$ cat src/sv/odv_pkg.sv
// ----------------------------------------------------------------------------
// odv_pkg
// Shared constants, types and helper functions of the one-bit drum voices.
// ----------------------------------------------------------------------------
package odv_pkg;

    localparam int CHANNELS    = 8;
    localparam int NOISE_DEPTH = 16384;
    localparam int PATCHES     = 12;

    localparam int CH_W  = 3;
    localparam int PT_W  = 4;
    localparam int CFG_W = 23;
    localparam int IDX_W = 2;

    // register indexes
    localparam logic [IDX_W-1:0] CFG_PHASE_STEP = 2'd0;
    localparam logic [IDX_W-1:0] CFG_SPMS       = 2'd1;
    localparam logic [IDX_W-1:0] CFG_POLY       = 2'd2;
    localparam logic [IDX_W-1:0] CFG_GAIN       = 2'd3;

    localparam logic [22:0] RST_PHASE_STEP = 23'd357914;
    localparam logic [7:0]  RST_SPMS       = 8'd48;
    localparam logic        RST_POLY       = 1'b1;
    localparam logic [8:0]  RST_GAIN       = 9'd256;

    // opcodes
    localparam logic [1:0] OP_TICK  = 2'd0;
    localparam logic [1:0] OP_NOTE  = 2'd1;
    localparam logic [1:0] OP_PATCH = 2'd2;

    // patch fields
    localparam logic [2:0] PF_DUR  = 3'd0;
    localparam logic [2:0] PF_MIN  = 3'd1;
    localparam logic [2:0] PF_MAX  = 3'd2;
    localparam logic [2:0] PF_SEED = 3'd3;
    localparam logic [2:0] PF_TYPE = 3'd4;
    localparam logic [2:0] PF_VOL  = 3'd5;

    // noise generator
    localparam logic [30:0] LEH_MOD  = 31'h7FFF_FFFF;
    localparam logic [15:0] LEH_MUL  = 16'd48271;
    localparam logic [30:0] LEH_KEEP = 31'd2147483392;
    localparam logic [22:0] LEH_DIV  = 23'd8388607;

    // reciprocals: floor(x/100) = (x*M100)>>28, floor(y/3) = (y*M3)>>21
    localparam logic [21:0] M100 = 22'd2684355;
    localparam logic [19:0] M3   = 20'd699051;

    localparam int DIV_STEPS = 13;

    typedef struct packed {
        logic            fill_mul;
        logic            fill_red;
        logic            capture;
        logic            patch_wr;
        logic            tick_start;
        logic            ch_load;
        logic            step_dec;
        logic            reload;
        logic            div_iter;
        logic            div_end;
        logic            ch_store;
        logic            mix1;
        logic            mix2;
        logic            mix3;
        logic            note2;
        logic            note3;
        logic            note4;
        logic [CH_W-1:0] ch;
    } t_cmd;

    typedef struct packed {
        logic fill_done;
        logic n_zero;
        logic delay_gt1;
        logic need_div;
        logic vel_zero;
        logic out_free;
    } t_sts;

    function automatic logic [PT_W-1:0] note_mod12(input logic [6:0] n);
        logic [13:0] q;
        logic [10:0] m;
        q = 14'(n) * 14'd43;
        m = 11'(q[13:9]) * 11'd12;
        return PT_W'(11'(n) - m);
    endfunction

    function automatic logic [CH_W-1:0] patch_chan(input logic [PT_W-1:0] p);
        logic [CH_W-1:0] c;
        case (p)
            4'd0:    c = 3'd0;
            4'd2:    c = 3'd1;
            4'd4:    c = 3'd2;
            4'd5:    c = 3'd3;
            4'd7:    c = 3'd4;
            4'd9:    c = 3'd5;
            4'd11:   c = 3'd6;
            default: c = 3'd7;
        endcase
        return c;
    endfunction

endpackage

$ cat src/sv/odv_ctrl.sv
// ----------------------------------------------------------------------------
// odv_ctrl
// Sequencer: ROM fill, per-channel inner steps, mix, note on and patch writes.
// ----------------------------------------------------------------------------
module odv_ctrl (
    input  logic          i_clk,
    input  logic          i_rst_n,
    input  logic          i_in_valid,
    input  logic [1:0]    i_opcode,
    input  odv_pkg::t_sts i_sts,
    output logic          o_in_ready,
    output odv_pkg::t_cmd o_cmd
);

    typedef enum logic [14:0] {
        S_FILL_MUL = 15'b000000000000001,
        S_FILL_RED = 15'b000000000000010,
        S_IDLE     = 15'b000000000000100,
        S_CH_LOAD  = 15'b000000000001000,
        S_STEP     = 15'b000000000010000,
        S_RELOAD   = 15'b000000000100000,
        S_DIV      = 15'b000000001000000,
        S_DIV_END  = 15'b000000010000000,
        S_CH_STORE = 15'b000000100000000,
        S_MIX1     = 15'b000001000000000,
        S_MIX2     = 15'b000010000000000,
        S_MIX3     = 15'b000100000000000,
        S_NOTE2    = 15'b001000000000000,
        S_NOTE3    = 15'b010000000000000,
        S_NOTE4    = 15'b100000000000000
    } t_state;

    t_state r_state, n_state;
    logic [odv_pkg::CH_W-1:0] r_ch, n_ch;
    logic [3:0] r_cnt, n_cnt;

    always_ff @(posedge i_clk) begin
        if (!i_rst_n) begin
            r_state <= S_FILL_MUL;
            r_ch    <= '0;
            r_cnt   <= '0;
        end else begin
            r_state <= n_state;
            r_ch    <= n_ch;
            r_cnt   <= n_cnt;
        end
    end

    assign o_in_ready = (r_state == S_IDLE);

    always_comb begin
        n_state = r_state;
        n_ch    = r_ch;
        n_cnt   = r_cnt;
        o_cmd   = '0;
        o_cmd.ch = r_ch;
        case (r_state)
            S_FILL_MUL: begin
                o_cmd.fill_mul = 1'b1;
                n_state = S_FILL_RED;
            end
            S_FILL_RED: begin
                o_cmd.fill_red = 1'b1;
                n_state = i_sts.fill_done ? S_IDLE : S_FILL_MUL;
            end
            S_IDLE: begin
                if (i_in_valid) begin
                    o_cmd.capture = 1'b1;
                    case (i_opcode)
                        odv_pkg::OP_TICK: begin
                            o_cmd.tick_start = 1'b1;
                            n_ch    = '0;
                            n_state = S_CH_LOAD;
                        end
                        odv_pkg::OP_NOTE:  n_state = S_NOTE2;
                        odv_pkg::OP_PATCH: o_cmd.patch_wr = 1'b1;
                        default:           n_state = S_IDLE;
                    endcase
                end
            end
            S_CH_LOAD: begin
                o_cmd.ch_load = 1'b1;
                n_state = S_STEP;
            end
            S_STEP: begin
                if (i_sts.n_zero) begin
                    n_state = S_CH_STORE;
                end else if (i_sts.delay_gt1) begin
                    o_cmd.step_dec = 1'b1;
                end else begin
                    n_state = S_RELOAD;
                end
            end
            S_RELOAD: begin
                o_cmd.reload = 1'b1;
                n_cnt   = '0;
                n_state = i_sts.need_div ? S_DIV : S_STEP;
            end
            S_DIV: begin
                o_cmd.div_iter = 1'b1;
                n_cnt = r_cnt + 4'd1;
                if (r_cnt == 4'(odv_pkg::DIV_STEPS - 1)) begin
                    n_state = S_DIV_END;
                end
            end
            S_DIV_END: begin
                o_cmd.div_end = 1'b1;
                n_state = S_STEP;
            end
            S_CH_STORE: begin
                o_cmd.ch_store = 1'b1;
                if (r_ch == odv_pkg::CH_W'(odv_pkg::CHANNELS - 1)) begin
                    n_state = S_MIX1;
                end else begin
                    n_ch    = r_ch + 1'b1;
                    n_state = S_CH_LOAD;
                end
            end
            S_MIX1: begin
                o_cmd.mix1 = 1'b1;
                n_state = S_MIX2;
            end
            S_MIX2: begin
                o_cmd.mix2 = 1'b1;
                n_state = S_MIX3;
            end
            S_MIX3: begin
                if (i_sts.out_free) begin
                    o_cmd.mix3 = 1'b1;
                    n_state = S_IDLE;
                end
            end
            S_NOTE2: begin
                if (i_sts.vel_zero) begin
                    n_state = S_IDLE;
                end else begin
                    o_cmd.note2 = 1'b1;
                    n_state = S_NOTE3;
                end
            end
            S_NOTE3: begin
                o_cmd.note3 = 1'b1;
                n_state = S_NOTE4;
            end
            S_NOTE4: begin
                o_cmd.note4 = 1'b1;
                n_state = S_IDLE;
            end
            default: n_state = S_IDLE;
        endcase
    end

endmodule

$ cat config.mk
export PLATFORM = sky130hd
export DESIGN_NAME = odv_ctrl
export DESIGN_NICKNAME = d
export VERILOG_FILES = /design/src/sv/odv_pkg.sv /design/src/sv/odv_ctrl.sv
export SDC_FILE = /design/constraint.sdc
export NUM_CORES = 1
export LEC_CHECK = 0
export CAP_MARGIN = 20
export CORE_ASPECT_RATIO = 1.5
export CORE_MARGIN = 10
export CORE_UTILIZATION = 35
export DETAILED_ROUTE_END_ITERATION = 6
export DONT_BUFFER_PORTS = 1
export SYNTH_ARGS = -nofsm -noshare
export SYNTH_HDL_FRONTEND = slang
export SYNTH_SLANG_ARGS = --single-unit
$ cat constraint.sdc
create_clock -name i_clk -period 2.75 [get_ports i_clk]
set_clock_uncertainty 0.15 [all_clocks]
set_input_delay 0.1375 -clock i_clk [delete_from_list [all_inputs] [get_ports i_clk]]
set_output_delay 0.1375 -clock i_clk [all_outputs]
set_load 0.05 [all_outputs]
==> run summary, run 1 <==
Status: complete, no violations
Final setup fails: 0
GP Congestion: 0.923
Footprint of the multi-input gates: 891 um2
Kind of critical path: reg2reg
Critical R2R Launch: r_state[13]
Placement Rows: 27
Initial core utilization: 36.2%
Total GRT Usage: 11.2%
Slowest Stage Delay on Critical Path: 0.48 ns
RSZ-0062 raised after global routing: false
Die span in y: 95.3 um
Post-synth cell types: 37
Crit path time final: 2.42 ns
Clk_lat worst skew: 0.27 ns
Avg Vias per Cell: 5.59
Post-synth top area share: 33.3%
Hold Crit Depth: 2
Final HPWL DP: 2.88 mm
Register area share after synthesis: 33.3%
Post-cts resize count: 0
GR Overflow Total: 0
Arrival time at the worst endpoint: 2.42 ns
Max Slew Vio Count: 0
Post-synth top area cell: dfxtp_1
Count leader, synth: nor2_1
1st-iter DRT viols: 69
Num ports: 32
Grt met2 use: 19.4%
Max Clk Rate: 413 MHz
Avg Cell Area, Syn: 8.27 um2
Hold Path Class: in2reg
Pwr Density: 420 mW/mm2
Async SR Flop Fraction: 0%
Slowest library cell on the worst path: nor3_2
Bufs on Longest Clock Path: 2
Worst-path cell chain: nor3_2, nand4_1, nor4b_2, nor3_1, nand3b_2, nor4_1
Required @ worst endpoint: 2.75 ns
Sequential Area: 440 um2
Post-synth EDFFs: 0
Placement Cell Area: 0.00154 mm2
Most Crowded Layer GR: met2
CTS H-tree depth: 1
Filler cell count: 363
Mapped Cells: 160
Number of global-route vias before repair: 1372
Slew @ Worst Pin: 0.576 ns
Count of input and output buffers: 0
# diodes: 0
MaxCap Viol Count: 0
Via Count: 1296
CP max FO: 9
Die Wd: 70.2 um
Worst VDD drop: 0.000305 V
Drt drc: 0
Pin count of the biggest net entering global routing: 14
Top post-synthesis cells by count: nor2_1 (24), dfxtp_1 (22), nand2_1 (12)
RR Endpoint: r_state[10]
Max-slew headroom: 61.5%
Routed len/inst: 15.8 um
Synth Register Bits: 22
Final Hold Fails: 0
Synth Flop Type: dfxtp_1
Worst Reg2Reg Path Length in Cells: 6
Clk sinks: 22
Clock root cell: clkbuf_8
CTS tree: built
Synth area leaders: dfxtp_1 (33%), nor2_1 (6.8%), nor4_4 (4.8%), a21oi_1 (3.8%), ha_1 (3.8%)
Nets: 205
Share of layout cells above drive strength 1: 22.2%
First-pass GRT wire length: 6.38 mm
DIE AREA: 0.00669 mm2
Clock transition at path regs: 0.08 ns
Syn_nets: 175
Hold EP: r_state[7]
Fin crit share: 87.9%
LEAKAGE: 0.000660 uW
Worst hold start: i_rst_n
Final Cell Area: 0.00168 mm2
Met3 usage: 3.95%
Worst Setup End Kind: flop
CTS buffer count: 3
R2R Setup Slk: 0.33 ns
Total length of routed wires: 3.68 mm
Global routing met1 resource utilization: 12.3%
Yosys synthesis warning count: 0
Synthesized area: 0.00132 mm2
CP Launch Type: flop
Drt first pass iters: 4
Antenna-violating nets left: 0
Area delta synth->final: 26.9%
Initial antenna violation count: 0
Sum Neg Setup Slack: 0 ns
Core Box Area: 0.00365 mm2
cells in the final DEF, fill, tap and decap left out, types with 2 or more instances in the layout:
| cell | n |
|---|---|
| nand4_1 | 7 |
| nor4_4 | 4 |
| a21oi_1 | 10 |
| nor4_1 | 4 |
| nor4b_1 | 2 |
| nor3_2 | 5 |
| a31oi_1 | 4 |
| inv_1 | 6 |
| nor3_1 | 5 |
| nand3_1 | 3 |
| nand2_1 | 12 |
| clkbuf_8 | 4 |
| nor2b_1 | 7 |
| dfxtp_1 | 22 |
| o21ai_0 | 5 |
| nor3b_1 | 2 |
| ha_1 | 4 |
| and3_1 | 2 |
| nor2_1 | 24 |
| dlygate4sd3_1 | 8 |
| xor2_1 | 3 |
| buf_4 | 18 |
| a22oi_1 | 3 |
| nand2b_1 | 6 |
| nor4_2 | 2 |
| nand3b_1 | 3 |
layout make-up:
| type | instances | share of cell area, % |
|---|---|---|
| clock buffers | 4 | 3.28 |
| inverters | 6 | 1.34 |
| repair buffers | 26 | 12.8 |
| flip-flops and latches | 22 | 26.2 |
| multi-input cells | 131 | 53.1 |
| well taps | 43 | 3.21 |
flip-flops by register name, summed over array words and instances, names as in the netlist:
name and flops:
r_ch 3, r_state 15, r_cnt 4
through the flow:
stage | worst slack [ns] | util, % | instances | hold slack, ns | total power, uW
2_1_floorplan | 0.0673 | - | 160 | 0.0660 | 432
3_3_place_gp | 0.386 | 42.3 | 220 | 0.0694 | 461
3_5_place_dp | 0.326 | 42.3 | 220 | 0.0665 | 461
4_1_cts | 0.308 | 46.0 | 232 | 0.00700 | 711
5_1_grt | 0.105 | 46.0 | 232 | 0.0316 | 737
6_report | 0.332 | 46.0 | 232 | 0.0123 | 704
critical path, delay by kind of cell, from the launching register on:
family	cells	cell delay [ns]
AND/OR/NAND/NOR	6	1.77
flip-flops	1	0.38
per-layer routing:
layer / wire (um) / part of all wire, %
met3: 276 / 7.5
met1: 1530 / 42
met2: 1820 / 49
met4: 48 / 1.3
met5: 0 / 0
logic make-up (layout without fill, tap and decap cells):
kind of cell,Yosys count,in the layout,share of synthesized area [%]
AOI/OAI and AO/OA,25,25,11.0
xor gates and xnor gates,4,4,2.65
buffers and inverters,7,36,1.99
and+or+nand+nor,98,98,47.3
DFF,22,22,33.3
adders and majority gates,4,4,3.78
report_power, final:
| group | total [uW] | internal (uW) | switching [uW] |
|---|---|---|---|
| logic | 132 | 48.9 | 83.4 |
| clock network | 237 | 128 | 109 |
| registers | 335 | 324 | 11.2 |
| total | 704 | 501 | 203 |
how the worst max path moves through the flow:
stage                           start          end  slack [ns]  cells past startpoint
after floorplan            r_state[0]  r_state[11]        0.07                      4
after global placement     r_state[0]   r_state[3]        0.39                      6
after detailed placement   r_state[0]   r_state[9]        0.33                      6
after CTS                  r_state[0]   r_state[9]        0.31                      6
after global routing      r_state[13]   r_state[1]        0.10                      6
final                     r_state[13]  r_state[10]        0.33                      6
what timing repair did:
action	in CTS	in global routing
setup buffers	0	0
hold buffers	8	0
hold endpoints to repair	17	0
Power figures use the tool's default switching activity.
==> inputs of run 2 (changes only) <==
--- a/config.mk
+++ b/config.mk
@@ -8,7 +8,7 @@
 export CAP_MARGIN = 20
 export CORE_ASPECT_RATIO = 1.5
 export CORE_MARGIN = 10
-export CORE_UTILIZATION = 35
+export CORE_UTILIZATION = 40
 export DETAILED_ROUTE_END_ITERATION = 6
 export DONT_BUFFER_PORTS = 1
 export SYNTH_ARGS = -nofsm -noshare
==> run 2 against run 1 <==
Effect of this change:
- first-iteration DRC count down 29%
- via count up 0.85%
- sequential cell count unchanged
- register-to-register slack about the same
- critical endpoint is now r_state[12]
- highest routed layer unchanged
==> run summary, run 2 (synthesis results as in run 1) <==
Pin count of the biggest net entering global routing: 14
CTS tree: built
Commonest cells after routing, fill and taps aside: nor2_1 (24), dfxtp_1 (22), buf_4 (18)
CP max FO: 9
Filler cell count: 314
Max Slew Vio Count: 0
Met2 wire length: 1.88 mm
Via Count: 1307
RSZ-0062 raised after global routing: false
Total GRT Usage: 12.5%
Slowest library cell on the worst path: nor4_4
Max Clk Rate: 413 MHz
Count of input and output buffers: 0
Drt drc: 0
GP Congestion: 0.940
LEAKAGE: 0.000652 uW
Antenna-violating nets left: 0
CTS H-tree depth: 1
Pwr Density: 401 mW/mm2
Status: complete, no violations
Clock transition at path regs: 0.08 ns
Final Hold Fails: 0
Nets: 205
Final setup fails: 0
Initial antenna violation count: 0
Placement Rows: 25
Largest register FFs: 15
Core Box Area: 0.00316 mm2
Sum Neg Setup Slack: 0 ns
Die Wd: 67.0 um
Top sig layer: met4
WL met3: 336 um
Max-slew headroom: 61.4%
Num ports: 32
CP Launch Type: flop
Required @ worst endpoint: 2.74 ns
Footprint of the multi-input gates: 882 um2
GR Overflow Total: 0
Clk sinks: 22
Sequential Area: 440 um2
# placed instances: 217
Hold Path Class: in2reg
Slew @ Worst Pin: 0.578 ns
Worst Setup End Kind: flop
Metal-1 WL: 1.45 mm
Drt first pass iters: 4
Total length of routed wires: 3.71 mm
Initial core utilization: 41.9%
Post-cts resize count: 0
Worst-path cell chain: nor4_4, nand4_1, nor4b_2, nor3_1, nand3b_2, nor2_1
1st-iter DRT viols: 49
Clk_lat worst skew: 0.25 ns
Non-filler instance count after layout: 228
Worst Reg2Reg Path Length in Cells: 6
Area delta synth->final: 24.9%
Fin crit share: 88.0%
Avg Vias per Cell: 5.73
Commonest non-fill, non-tap cell in the layout: nor2_1
Arrival time at the worst endpoint: 2.41 ns
MaxCap Viol Count: 0
DIE AREA: 0.00605 mm2
Bufs on Longest Clock Path: 2
Share of layout cells above drive strength 1: 21.8%
Kind of critical path: reg2reg
Die span in y: 90.4 um
Clock root cell: clkbuf_8
# diodes: 0
CTS buffer count: 3
Hold Crit Depth: 2
Worst VDD drop: 0.000330 V
Reg with most FFs: r_state
Post-CTS Setup Bufs: 0
Crit path time final: 2.42 ns
Biggest regs: r_state x15, r_cnt x4, r_ch x3
Routed len/inst: 16.3 um
First-pass GRT wire length: 6.23 mm
Slowest Stage Delay on Critical Path: 0.52 ns
Final HPWL DP: 2.85 mm
Number of global-route vias before repair: 1317
[run 2: repair_timing]
action / in CTS / in global routing
hold buffers: 8 / 0
endpoints found under the setup margin: 0 / 0
endpoints found under the hold margin: 17 / 0
[run 2: final cells by class]
type / count / share of cell area, %
Clock buffer: 3 / 2.50
Sequential cell: 22 / 26.7
Multi-Input combinational cell: 131 / 53.4
Inverter: 6 / 1.36
Tap cell: 40 / 3.03
Timing Repair Buffer: 26 / 13.0
[run 2: critical path: cells and delay by family (launching register included)]
| family | cells | cell delay (ns) |
|---|---|---|
| DFF | 1 | 0.38 |
| and+or+nand+nor | 6 | 1.78 |
[run 2: power by group]
part	internal [uW]	switching [uW]
logic	48.9	83.1
clock network	97.4	96.9
registers	324	11.9
total	470	192
[run 2: layer usage]
| metal | GRT usage (%) | up-vias |
|---|---|---|
| li1 | - | 643 |
| met1 | 14.1 | 607 |
| met2 | 21.3 | 53 |
| met3 | 4.35 | 4 |
| met4 | 3.26 | 0 |
| met5 | 0 | - |
[run 2: worst paths after layout]
path,startpoint,to,slack (ns)
worst max-delay path,r_state[0],r_state[12],0.33
worst min-delay path,i_rst_n,r_state[14],0.02
worst max register to register,r_state[0],r_state[12],0.33
worst min register to register,r_cnt[3],r_cnt[3],0.31
[run 2: through the flow]
step | power (uW) | worst slack [ns] | utilization [%] | hold WS, ns | cell area [um2]
2_1_floorplan | 432 | 0.0673 | - | 0.0660 | 1330
3_3_place_gp | 459 | 0.469 | 48.4 | 0.0688 | 1530
3_5_place_dp | 462 | 0.364 | 48.4 | 0.0691 | 1530
4_1_cts | 666 | 0.343 | 52.3 | 0.0162 | 1650
5_1_grt | 691 | 0.166 | 52.3 | 0.0298 | 1650
6_report | 662 | 0.330 | 52.3 | 0.0180 | 1650
